--- config.mk ---
export PLATFORM = sky130hd
export DESIGN_NAME = randomized_set_engine_core_flat
export DESIGN_NICKNAME = d
export VERILOG_FILES = /design/src/rtl/core/rse_pkg.sv /design/src/rtl/core/rse_in_if.sv /design/src/rtl/core/rse_out_if.sv /design/src/rtl/core/rse_mod.sv /design/src/rtl/core/rse_dp.sv /design/src/rtl/core/rse_ctrl.sv /design/src/rtl/core/randomized_set_engine_core.sv /design/src/flat_wrapper.sv
export SDC_FILE = /design/constraint.sdc
export NUM_CORES = 2
export LEC_CHECK = 0
export ABC_AREA = 1
export BUFFER_PORTS_ARGS = -buffer_cell sky130_fd_sc_hd__buf_4
export CORE_ASPECT_RATIO = 2
export CORE_MARGIN = 2
export CORE_UTILIZATION = 40
export CTS_BUF_LIST = sky130_fd_sc_hd__clkbuf_8
export CTS_CLUSTER_SIZE = 14
export DETAILED_ROUTE_END_ITERATION = 7
export SLEW_MARGIN = 40
export SYNTH_ARGS = -nofsm -noshare
export SYNTH_HDL_FRONTEND = slang
export SYNTH_HIERARCHICAL = 1
export SYNTH_SLANG_ARGS = --single-unit
--- constraint.sdc ---
create_clock -name clk -period 6.7 [get_ports clk]
set_clock_uncertainty 0.2 [all_clocks]
set_input_delay 0.67 -clock clk [delete_from_list [all_inputs] [get_ports clk]]
set_output_delay 0.67 -clock clk [all_outputs]
set_load 0.01 [all_outputs]
--- src/rtl/core/rse_pkg.sv ---
// Shared types, codes and widths for the randomized set engine.
package rse_pkg;

    localparam int KIND_W   = 2;
    localparam int DATA_W   = 32;
    localparam int STATUS_W = 2;
    localparam int SIZE_W   = 7;

    localparam logic [KIND_W-1:0] KIND_INSERT = 2'd0;
    localparam logic [KIND_W-1:0] KIND_REMOVE = 2'd1;
    localparam logic [KIND_W-1:0] KIND_GET    = 2'd2;

    localparam logic [STATUS_W-1:0] RSP_DONE    = 2'd0;
    localparam logic [STATUS_W-1:0] RSP_REFUSED = 2'd1;
    localparam logic [STATUS_W-1:0] RSP_FULL    = 2'd2;
    localparam logic [STATUS_W-1:0] RSP_EMPTY   = 2'd3;

    typedef enum logic [2:0] {
        ST_IDLE,
        ST_DISPATCH,
        ST_SCAN,
        ST_MOD_WAIT,
        ST_PICK,
        ST_WR_SLOT,
        ST_RESP
    } state_t;

    typedef struct packed {
        logic                capture;
        logic                scan_start;
        logic                scan_step;
        logic                mod_start;
        logic                rd_last;
        logic                rd_pick;
        logic                wr_tail;
        logic                wr_slot;
        logic                cnt_inc;
        logic                cnt_dec;
        logic                load_result;
        logic [STATUS_W-1:0] status;
        logic                pick_data;
    } cmd_t;

    typedef struct packed {
        logic [KIND_W-1:0] kind;
        logic              scan_hit;
        logic              scan_done;
        logic              count_zero;
        logic              count_full;
        logic              mod_done;
    } status_t;

endpackage

--- src/rtl/core/rse_in_if.sv ---
// Request channel: operation kind, value and random number.
interface rse_in_if import rse_pkg::*;
();
    logic                     valid;
    logic                     ready;
    logic [KIND_W-1:0]        kind;
    logic signed [DATA_W-1:0] value;
    logic [DATA_W-1:0]        random_pick;

    modport source (output valid, kind, value, random_pick, input ready);
    modport sink (input valid, kind, value, random_pick, output ready);
endinterface

--- src/rtl/core/rse_out_if.sv ---
// Response channel: status, picked element and set size.
interface rse_out_if import rse_pkg::*;
();
    logic                     valid;
    logic                     ready;
    logic [STATUS_W-1:0]      status;
    logic signed [DATA_W-1:0] picked_value;
    logic [SIZE_W-1:0]        set_size;

    modport source (output valid, status, picked_value, set_size, input ready);
    modport sink (input valid, status, picked_value, set_size, output ready);
endinterface

--- src/rtl/core/rse_mod.sv ---
// Iterative restoring remainder unit, one dividend bit per cycle.
module rse_mod import rse_pkg::*;
#(
    parameter int CW = 7
)
(
    input  logic              clk,
    input  logic              rst_n,
    input  logic              start,
    input  logic [DATA_W-1:0] dividend,
    input  logic [CW-1:0]     divisor,
    output logic              done,
    output logic [CW-1:0]     rem
);

    localparam int STEP_W = $clog2(DATA_W + 1);

    logic [CW-1:0]     rem_reg;
    logic [CW-1:0]     rem_next;
    logic [DATA_W-1:0] quo_reg;
    logic [STEP_W-1:0] step_reg;
    logic              busy_reg;
    logic              done_reg;
    logic [CW:0]       trial;
    logic [CW:0]       diff;

    // The remainder stays below the divisor, so the trial value needs one extra bit.
    assign trial = {rem_reg, quo_reg[DATA_W-1]};
    assign diff  = trial - {1'b0, divisor};

    always_comb
    begin
        if (trial >= {1'b0, divisor})
        begin
            rem_next = diff[CW-1:0];
        end
        else
        begin
            rem_next = trial[CW-1:0];
        end
    end

    always_ff @(posedge clk or negedge rst_n)
    begin
        if (!rst_n)
        begin
            busy_reg <= 1'b0;
            done_reg <= 1'b0;
            step_reg <= '0;
        end
        else if (start)
        begin
            busy_reg <= 1'b1;
            done_reg <= 1'b0;
            step_reg <= '0;
        end
        else if (busy_reg)
        begin
            step_reg <= step_reg + 1'b1;
            if (step_reg == STEP_W'(DATA_W - 1))
            begin
                busy_reg <= 1'b0;
                done_reg <= 1'b1;
            end
        end
    end

    always_ff @(posedge clk)
    begin
        if (start)
        begin
            rem_reg <= '0;
            quo_reg <= dividend;
        end
        else if (busy_reg)
        begin
            rem_reg <= rem_next;
            quo_reg <= {quo_reg[DATA_W-2:0], 1'b0};
        end
    end

    assign done = done_reg;
    assign rem  = rem_reg;

endmodule

--- src/rtl/core/rse_dp.sv ---
// Datapath: element memory, live count, search pipeline and result registers.
module rse_dp import rse_pkg::*;
#(
    parameter int CAPACITY = 64
)
(
    input  logic                     clk,
    input  logic                     rst_n,
    input  cmd_t                     cmd,
    output status_t                  sts,
    input  logic [KIND_W-1:0]        in_kind,
    input  logic signed [DATA_W-1:0] in_value,
    input  logic [DATA_W-1:0]        in_pick,
    output logic [STATUS_W-1:0]      out_status,
    output logic signed [DATA_W-1:0] out_picked,
    output logic [SIZE_W-1:0]        out_size
);

    localparam int CW = $clog2(CAPACITY + 1);
    localparam int IW = $clog2(CAPACITY);

    logic [DATA_W-1:0]   mem [CAPACITY];

    logic [KIND_W-1:0]   kind_reg;
    logic [DATA_W-1:0]   value_reg;
    logic [DATA_W-1:0]   pick_reg;
    logic [CW-1:0]       count_reg;
    logic [CW-1:0]       count_next;
    logic [CW-1:0]       idx_reg;
    logic                pend_v_reg;
    logic [IW-1:0]       pend_idx_reg;
    logic [IW-1:0]       slot_reg;
    logic [DATA_W-1:0]   rd_data_reg;
    logic [STATUS_W-1:0] status_reg;
    logic [DATA_W-1:0]   picked_reg;

    logic [CW-1:0]       count_last;
    logic                scan_live;
    logic                rd_en;
    logic [IW-1:0]       rd_addr;
    logic                wr_en;
    logic [IW-1:0]       wr_addr;
    logic [DATA_W-1:0]   wr_data;
    logic                mod_done;
    logic [CW-1:0]       mod_rem;

    rse_mod #(.CW(CW)) u_mod (
        .clk      (clk),
        .rst_n    (rst_n),
        .start    (cmd.mod_start),
        .dividend (pick_reg),
        .divisor  (count_reg),
        .done     (mod_done),
        .rem      (mod_rem)
    );

    assign count_last = count_reg - 1'b1;
    assign scan_live  = idx_reg < count_reg;

    always_comb
    begin
        rd_en   = 1'b0;
        rd_addr = '0;
        if (cmd.scan_step && scan_live)
        begin
            rd_en   = 1'b1;
            rd_addr = idx_reg[IW-1:0];
        end
        else if (cmd.rd_last)
        begin
            rd_en   = 1'b1;
            rd_addr = count_last[IW-1:0];
        end
        else if (cmd.rd_pick)
        begin
            rd_en   = 1'b1;
            rd_addr = mod_rem[IW-1:0];
        end
    end

    // The tail entry moves into the freed slot; an insert writes at the tail.
    always_comb
    begin
        wr_en   = 1'b0;
        wr_addr = '0;
        wr_data = value_reg;
        if (cmd.wr_tail)
        begin
            wr_en   = 1'b1;
            wr_addr = count_reg[IW-1:0];
        end
        else if (cmd.wr_slot)
        begin
            wr_en   = 1'b1;
            wr_addr = slot_reg;
            wr_data = rd_data_reg;
        end
    end

    always_ff @(posedge clk)
    begin
        if (wr_en)
        begin
            mem[wr_addr] <= wr_data;
        end
        if (rd_en)
        begin
            rd_data_reg <= mem[rd_addr];
        end
    end

    always_comb
    begin
        count_next = count_reg;
        if (cmd.cnt_inc)
        begin
            count_next = count_reg + 1'b1;
        end
        else if (cmd.cnt_dec)
        begin
            count_next = count_last;
        end
    end

    always_ff @(posedge clk or negedge rst_n)
    begin
        if (!rst_n)
        begin
            count_reg  <= '0;
            idx_reg    <= '0;
            pend_v_reg <= 1'b0;
        end
        else
        begin
            count_reg <= count_next;
            if (cmd.scan_start)
            begin
                idx_reg    <= '0;
                pend_v_reg <= 1'b0;
            end
            else if (cmd.scan_step)
            begin
                pend_v_reg <= scan_live;
                if (scan_live)
                begin
                    idx_reg <= idx_reg + 1'b1;
                end
            end
        end
    end

    always_ff @(posedge clk)
    begin
        if (cmd.capture)
        begin
            kind_reg  <= in_kind;
            value_reg <= in_value;
            pick_reg  <= in_pick;
        end
        if (cmd.scan_step && scan_live)
        begin
            pend_idx_reg <= idx_reg[IW-1:0];
        end
        if (sts.scan_hit)
        begin
            slot_reg <= pend_idx_reg;
        end
        if (cmd.load_result)
        begin
            status_reg <= cmd.status;
            picked_reg <= cmd.pick_data ? rd_data_reg : '0;
        end
    end

    assign sts.kind       = kind_reg;
    assign sts.scan_hit   = pend_v_reg && (rd_data_reg == value_reg);
    assign sts.scan_done  = !pend_v_reg && !scan_live;
    assign sts.count_zero = count_reg == '0;
    assign sts.count_full = count_reg >= CW'(CAPACITY);
    assign sts.mod_done   = mod_done;

    // The count only changes while a transaction is in flight, so it is stable in the response.
    assign out_status = status_reg;
    assign out_picked = picked_reg;
    assign out_size   = SIZE_W'(count_reg);

endmodule

--- src/rtl/core/rse_ctrl.sv ---
// Controller state machine that sequences each operation through the datapath.
module rse_ctrl import rse_pkg::*;
(
    input  logic    clk,
    input  logic    rst_n,
    input  logic    req_valid,
    output logic    req_ready,
    output logic    rsp_valid,
    input  logic    rsp_ready,
    input  status_t sts,
    output cmd_t    cmd
);

    state_t state_reg;
    state_t state_next;

    always_ff @(posedge clk or negedge rst_n)
    begin
        if (!rst_n)
        begin
            state_reg <= ST_IDLE;
        end
        else
        begin
            state_reg <= state_next;
        end
    end

    always_comb
    begin
        state_next = state_reg;
        case (state_reg)
            ST_IDLE:
            begin
                if (req_valid)
                begin
                    state_next = ST_DISPATCH;
                end
            end
            ST_DISPATCH:
            begin
                if (sts.kind == KIND_INSERT || sts.kind == KIND_REMOVE)
                begin
                    state_next = ST_SCAN;
                end
                else if (sts.kind == KIND_GET && !sts.count_zero)
                begin
                    state_next = ST_MOD_WAIT;
                end
                else
                begin
                    state_next = ST_RESP;
                end
            end
            ST_SCAN:
            begin
                if (sts.scan_hit && sts.kind == KIND_REMOVE)
                begin
                    state_next = ST_WR_SLOT;
                end
                else if (sts.scan_hit || sts.scan_done)
                begin
                    state_next = ST_RESP;
                end
            end
            ST_MOD_WAIT:
            begin
                if (sts.mod_done)
                begin
                    state_next = ST_PICK;
                end
            end
            ST_PICK:
            begin
                state_next = ST_RESP;
            end
            ST_WR_SLOT:
            begin
                state_next = ST_RESP;
            end
            ST_RESP:
            begin
                if (rsp_ready)
                begin
                    state_next = ST_IDLE;
                end
            end
            default:
            begin
                state_next = ST_IDLE;
            end
        endcase
    end

    always_comb
    begin
        cmd       = '0;
        req_ready = 1'b0;
        rsp_valid = 1'b0;
        case (state_reg)
            ST_IDLE:
            begin
                req_ready   = 1'b1;
                cmd.capture = req_valid;
            end
            ST_DISPATCH:
            begin
                cmd.scan_start = 1'b1;
                if (sts.kind == KIND_GET)
                begin
                    if (sts.count_zero)
                    begin
                        cmd.load_result = 1'b1;
                        cmd.status      = RSP_EMPTY;
                    end
                    else
                    begin
                        cmd.mod_start = 1'b1;
                    end
                end
                else if (sts.kind != KIND_INSERT && sts.kind != KIND_REMOVE)
                begin
                    cmd.load_result = 1'b1;
                    cmd.status      = RSP_REFUSED;
                end
            end
            ST_SCAN:
            begin
                if (sts.scan_hit)
                begin
                    if (sts.kind == KIND_REMOVE)
                    begin
                        cmd.rd_last = 1'b1;
                    end
                    else
                    begin
                        cmd.load_result = 1'b1;
                        cmd.status      = RSP_REFUSED;
                    end
                end
                else if (sts.scan_done)
                begin
                    cmd.load_result = 1'b1;
                    if (sts.kind == KIND_REMOVE)
                    begin
                        cmd.status = RSP_REFUSED;
                    end
                    else if (sts.count_full)
                    begin
                        cmd.status = RSP_FULL;
                    end
                    else
                    begin
                        cmd.status  = RSP_DONE;
                        cmd.wr_tail = 1'b1;
                        cmd.cnt_inc = 1'b1;
                    end
                end
                else
                begin
                    cmd.scan_step = 1'b1;
                end
            end
            ST_MOD_WAIT:
            begin
                cmd.rd_pick = sts.mod_done;
            end
            ST_PICK:
            begin
                cmd.load_result = 1'b1;
                cmd.status      = RSP_DONE;
                cmd.pick_data   = 1'b1;
            end
            ST_WR_SLOT:
            begin
                cmd.wr_slot     = 1'b1;
                cmd.cnt_dec     = 1'b1;
                cmd.load_result = 1'b1;
                cmd.status      = RSP_DONE;
            end
            ST_RESP:
            begin
                rsp_valid = 1'b1;
            end
            default:
            begin
                cmd = '0;
            end
        endcase
    end

endmodule

--- src/rtl/core/randomized_set_engine_core.sv ---
// Sequencing: insert and remove are bounded by the one-entry-per-cycle search of the element
// memory; get random is set by the 32-step remainder unit. Other requests, and a get random on
// an empty set, go from dispatch straight to the response. One transaction is in flight at a
// time and the next request is taken the cycle after the response, so the engine takes no new
// request before the last response is accepted. Reset is asynchronous and active low: the set
// becomes empty at once; memory is not cleared.
module randomized_set_engine_core import rse_pkg::*;
#(
    parameter int CAPACITY = 64
)
(
    input  logic      clk,
    input  logic      rst_n,
    rse_in_if.sink    req,
    rse_out_if.source rsp
);

    cmd_t    cmd;
    status_t sts;
    logic    req_ready;
    logic    rsp_valid;

    rse_ctrl u_ctrl (
        .clk       (clk),
        .rst_n     (rst_n),
        .req_valid (req.valid),
        .req_ready (req_ready),
        .rsp_valid (rsp_valid),
        .rsp_ready (rsp.ready),
        .sts       (sts),
        .cmd       (cmd)
    );

    rse_dp #(.CAPACITY(CAPACITY)) u_dp (
        .clk        (clk),
        .rst_n      (rst_n),
        .cmd        (cmd),
        .sts        (sts),
        .in_kind    (req.kind),
        .in_value   (req.value),
        .in_pick    (req.random_pick),
        .out_status (rsp.status),
        .out_picked (rsp.picked_value),
        .out_size   (rsp.set_size)
    );

    assign req.ready = req_ready;
    assign rsp.valid = rsp_valid;

endmodule

--- src/flat_wrapper.sv ---
// flat-port wrapper written by rule: the top's interface ports become plain ports
module randomized_set_engine_core_flat import rse_pkg::*;
#(
    parameter int CAPACITY = 64
)
  (clk, rst_n, req_valid, req_kind, req_value, req_random_pick, req_ready, rsp_valid, rsp_status, rsp_picked_value, rsp_set_size, rsp_ready);
  rse_in_if req_i ();
  rse_out_if rsp_i ();
  input  logic clk;
  input  logic rst_n;
  input wire logic [$bits(req_i.valid)-1:0] req_valid;
  input wire logic [$bits(req_i.kind)-1:0] req_kind;
  input wire logic [$bits(req_i.value)-1:0] req_value;
  input wire logic [$bits(req_i.random_pick)-1:0] req_random_pick;
  output wire logic [$bits(req_i.ready)-1:0] req_ready;
  output wire logic [$bits(rsp_i.valid)-1:0] rsp_valid;
  output wire logic [$bits(rsp_i.status)-1:0] rsp_status;
  output wire logic [$bits(rsp_i.picked_value)-1:0] rsp_picked_value;
  output wire logic [$bits(rsp_i.set_size)-1:0] rsp_set_size;
  input wire logic [$bits(rsp_i.ready)-1:0] rsp_ready;
  assign req_i.valid = req_valid;
  assign req_i.kind = req_kind;
  assign req_i.value = req_value;
  assign req_i.random_pick = req_random_pick;
  assign req_ready = req_i.ready;
  assign rsp_valid = rsp_i.valid;
  assign rsp_status = rsp_i.status;
  assign rsp_picked_value = rsp_i.picked_value;
  assign rsp_set_size = rsp_i.set_size;
  assign rsp_i.ready = rsp_ready;
  randomized_set_engine_core #(.CAPACITY(CAPACITY)) u_core (.clk(clk), .rst_n(rst_n), .req(req_i), .rsp(rsp_i));
endmodule
==> metrics.txt <==
internal power=27,600 µW; YS warnings=6; Setup crit start=u_core/u_dp/rd_data_reg[18]; fill cell count=between 20,000 and 25,000; CP top delay family=simple AND/OR/NAND/NOR gates; max reg flops=2,048; Slew Limit Headroom=39.5%; MaxCap Viol Count=0; worst-path cell chain=inv_1, o21ai_0, nor4_1, nand4_1, nor2_1, nand3_1, inv_1, nand2_1, inv_1, a22oi_1, nand2_8, buf_12, buf_16, buf_4, nand3b_1, nand3_1, nand3_1, nand3_1, nand3_1, nand3_1, nand2_1; Worst Setup End Kind=flip-flop; core area=approximately 0.24 mm²; Crit path top cell by count=nand3_1; Post-route DRC=0; Routed Antenna Nets=0; R2R Path Start=u_core/u_dp/rd_data_reg[18]; clk_lat worst skew=1000 ps; first-pass GRT wire length=around 430,000 µm; die span in y=approximately 700 µm; Critical-path top delay cell=buf_4; Worst Setup EP=u_core/u_dp/rd_data_reg[26]; WP buf/inv=6; Tot GR Track Use=22.7%; Synth async-reset ratio=1.15%; Worst Reg-to-Reg Cells=21; Clock Pin Slew Worst Setup and Hold Paths=~70 ps; Worst Setup Start Kind=flip-flop; first-pass iteration count of the detailed router=7; Setup Buffers After CTS=0; Arrival @ worst endpoint=6660 ps; Sequential Power Share=38.4%; maximum vdd drop=352 µV; fin nets=9,136; final instance count without filler cells=12,500; # hold bufs at CTS=70; Max Buffers Root-to-Sink=4; pwr dens=417 mW/mm²; Synth Instances=8,793; Mapped Avg Cell Area=11.2 µm²; Layout area overhead=13.4%; std cell rows=257; # setup viols final=0; Seq/Total Area, Yosys=about 69%; drt wl/cell=23.2 µm; commonest non-fill, non-tap cells in the layout=edfxtp_1 (2,224), nand3_1 (1,911), nand2_1 (1,863); die width=354 µm; commonest non-fill, non-tap cell in the layout=edfxtp_1; Initial Utilization=40.2%; reg2reg end=u_core/u_dp/rd_data_reg[26]; final period utilization=92.8%; Top FF cell, synth=edfxtp_1; dpl ws=~660 ps; switching part of the total=just over 40%; Post-CTS Resized=0; combinational share of power=39.4%; CTS sink cnt=~2,300; DR vias/cell=5.34; clock share of power=~22%; RSZ-0062 raised after global routing=no; DP HPWL=175,000 µm; die area=0.250 mm²; total CTS buffers=307; P_sw=18,800 µW; Critical Path Stages=21; Top reg by flops=u_core/u_dp/mem; hold crit path type=input port to flip-flop; initial antenna violation count=12; post-synth net total=8,882; number of port buffers=112; hold_sp=req_valid; Post-synth EDFFs=2,224; Max H-tree Level=5; Synth top area share=68.0%; Req. time, crit path=7140 ps; drt total wl=just under 300,000 µm; number of placed cells counting well taps=roughly 12,000; clock root buffer=clkbuf_8; Final GP Congestion=0.843; Setup WS post-layout=480 ps; Hold Fails Final Rpt=0; Unique masters post-synth=49; maximum fanout along the worst path=103; pin count of the biggest net entering global routing=173; Post-Syn Area=about 0.098 mm²; outcome=finished clean; I/O pins=113; leading area contributor after synthesis=edfxtp_1; vias in the first global route=around 67,000; Overflow after GRT=0; Yosys reg bits=between 2,000 and 2,500; Slew Viols, Final=0; number of DRC markers in iteration 0=between 6,000 and 7,000; share of cells above drive strength 1=10.3%; Final Critical Period=6220 ps; dominant cells by area after synthesis=edfxtp_1 (68%), nand3_1 (9.7%), nand2_1 (7.2%), nand3b_1 (5.1%), inv_1 (4.6%); CTS tree=done; P_leak=0.0436 µW; Slowest Stage Delay on Critical Path=730 ps; Fmax achieved=between 150 and 200 MHz; R2R setup slack=approximately 480 ps; setup_tns=0 ps; crit path kind=flip-flop to flip-flop; routed vias=66,900; Slew @ Worst Pin=904 ps
-- power groups by stage --
stage | sequential, µW | clock [µW] | combinational (µW)
4_1_cts | 17900 | 10500 | 18200
5_1_grt | 17900 | 11000 | 19900
3_5_place_dp | 18200 | 0 | 18100
6_report | 17900 | 10300 | 18300
2_1_floorplan | 18200 | 0 | 11100
3_3_place_gp | 18100 | 0 | 17800
-- per-layer routing --
layer,global-route usage (%),up-vias,routed length [µm]
li1,-,30500,-
met1,24.8,33000,102000
met2,42.0,2633,154000
met3,2.98,768,17000
met4,12.7,2,16900
met5,0,-,13
-- worst min path at each step --
stage	cells after the start	slack (ps)	end
2_1_floorplan	0	170	u_core/u_ctrl/state_reg[0]
3_3_place_gp	0	200	u_core/u_dp/slot_reg[0]
3_5_place_dp	0	210	u_core/u_dp/slot_reg[2]
4_1_cts	6	10	u_core/u_ctrl/state_reg[1]
5_1_grt	6	170	u_core/u_ctrl/state_reg[1]
6_report	6	90	u_core/u_ctrl/state_reg[1]
-- cell families (layout without fill, tap and decap cells) --
kind of cell / count (synthesis) / in the layout / share of synthesized area [%]
other cells: 0 / 15 / 0
fa+ha+maj: 19 / 19 / 0.250
simple gates: 4606 / 4606 / 22.7
compound gates: 131 / 131 / 0.870
flops: 2257 / 2257 / 68.8
xor+xnor: 18 / 18 / 0.161
buf+inv: 1762 / 2247 / 7.16
-- worst register-to-register path: stages, from the launching register on --
cell	delay [ps]
edfxtp_1	410
inv_1	200
o21ai_0	100
nor4_1	660
nand4_1	280
nor2_1	280
nand3_1	170
inv_1	90
nand2_1	130
inv_1	180
a22oi_1	190
nand2_8	180
buf_12	390
buf_16	420
buf_4	800
nand3b_1	200
nand3_1	130
nand3_1	80
nand3_1	120
nand3_1	140
nand3_1	270
nand2_1	300
-- layout make-up --
| type | count | area [µm²] | share of cell area (%) |
|---|---|---|---|
| Clock buffer | 313 | 4310 | 3.87 |
| Tap cell | 3237 | 4050 | 3.64 |
| Inverter | 1217 | 4620 | 4.15 |
| Antenna cell | 15 | 37.5 | 0.0337 |
| Timing Repair Buffer | 490 | 4930 | 4.43 |
| Clock inverter | 227 | 1400 | 1.25 |
| Sequential cell | 2257 | 67600 | 60.7 |
| Multi-Input combinational cell | 4774 | 24500 | 22.0 |
-- cell usage after synthesis (all sizes together), types with 8 or more instances --
library cell  instances
xor2                 12
o22ai                 8
o21ai                43
nor2                107
a21oi                21
nand3b              662
dfrtp                26
nand3              1915
ha                   18
buf                 350
o211ai               34
clkbuf              195
inv                1215
nand2              1888
nand4                 9
nor3                 14
edfxtp             2224
-- through the flow --
step | util (%) | area [µm²] | hold slack, ps | total power (µW)
after floorplan | - | 98200 | 174 | 29400
after global routing | 45.6 | 111000 | 174 | 48700
after global placement | 42.8 | 105000 | 204 | 36000
after CTS | 45.5 | 111000 | 14.5 | 46600
after detailed placement | 42.9 | 105000 | 212 | 36300
final | 45.6 | 111000 | 87.7 | 46500
Note: power is estimated with default switching activity, not from simulation.
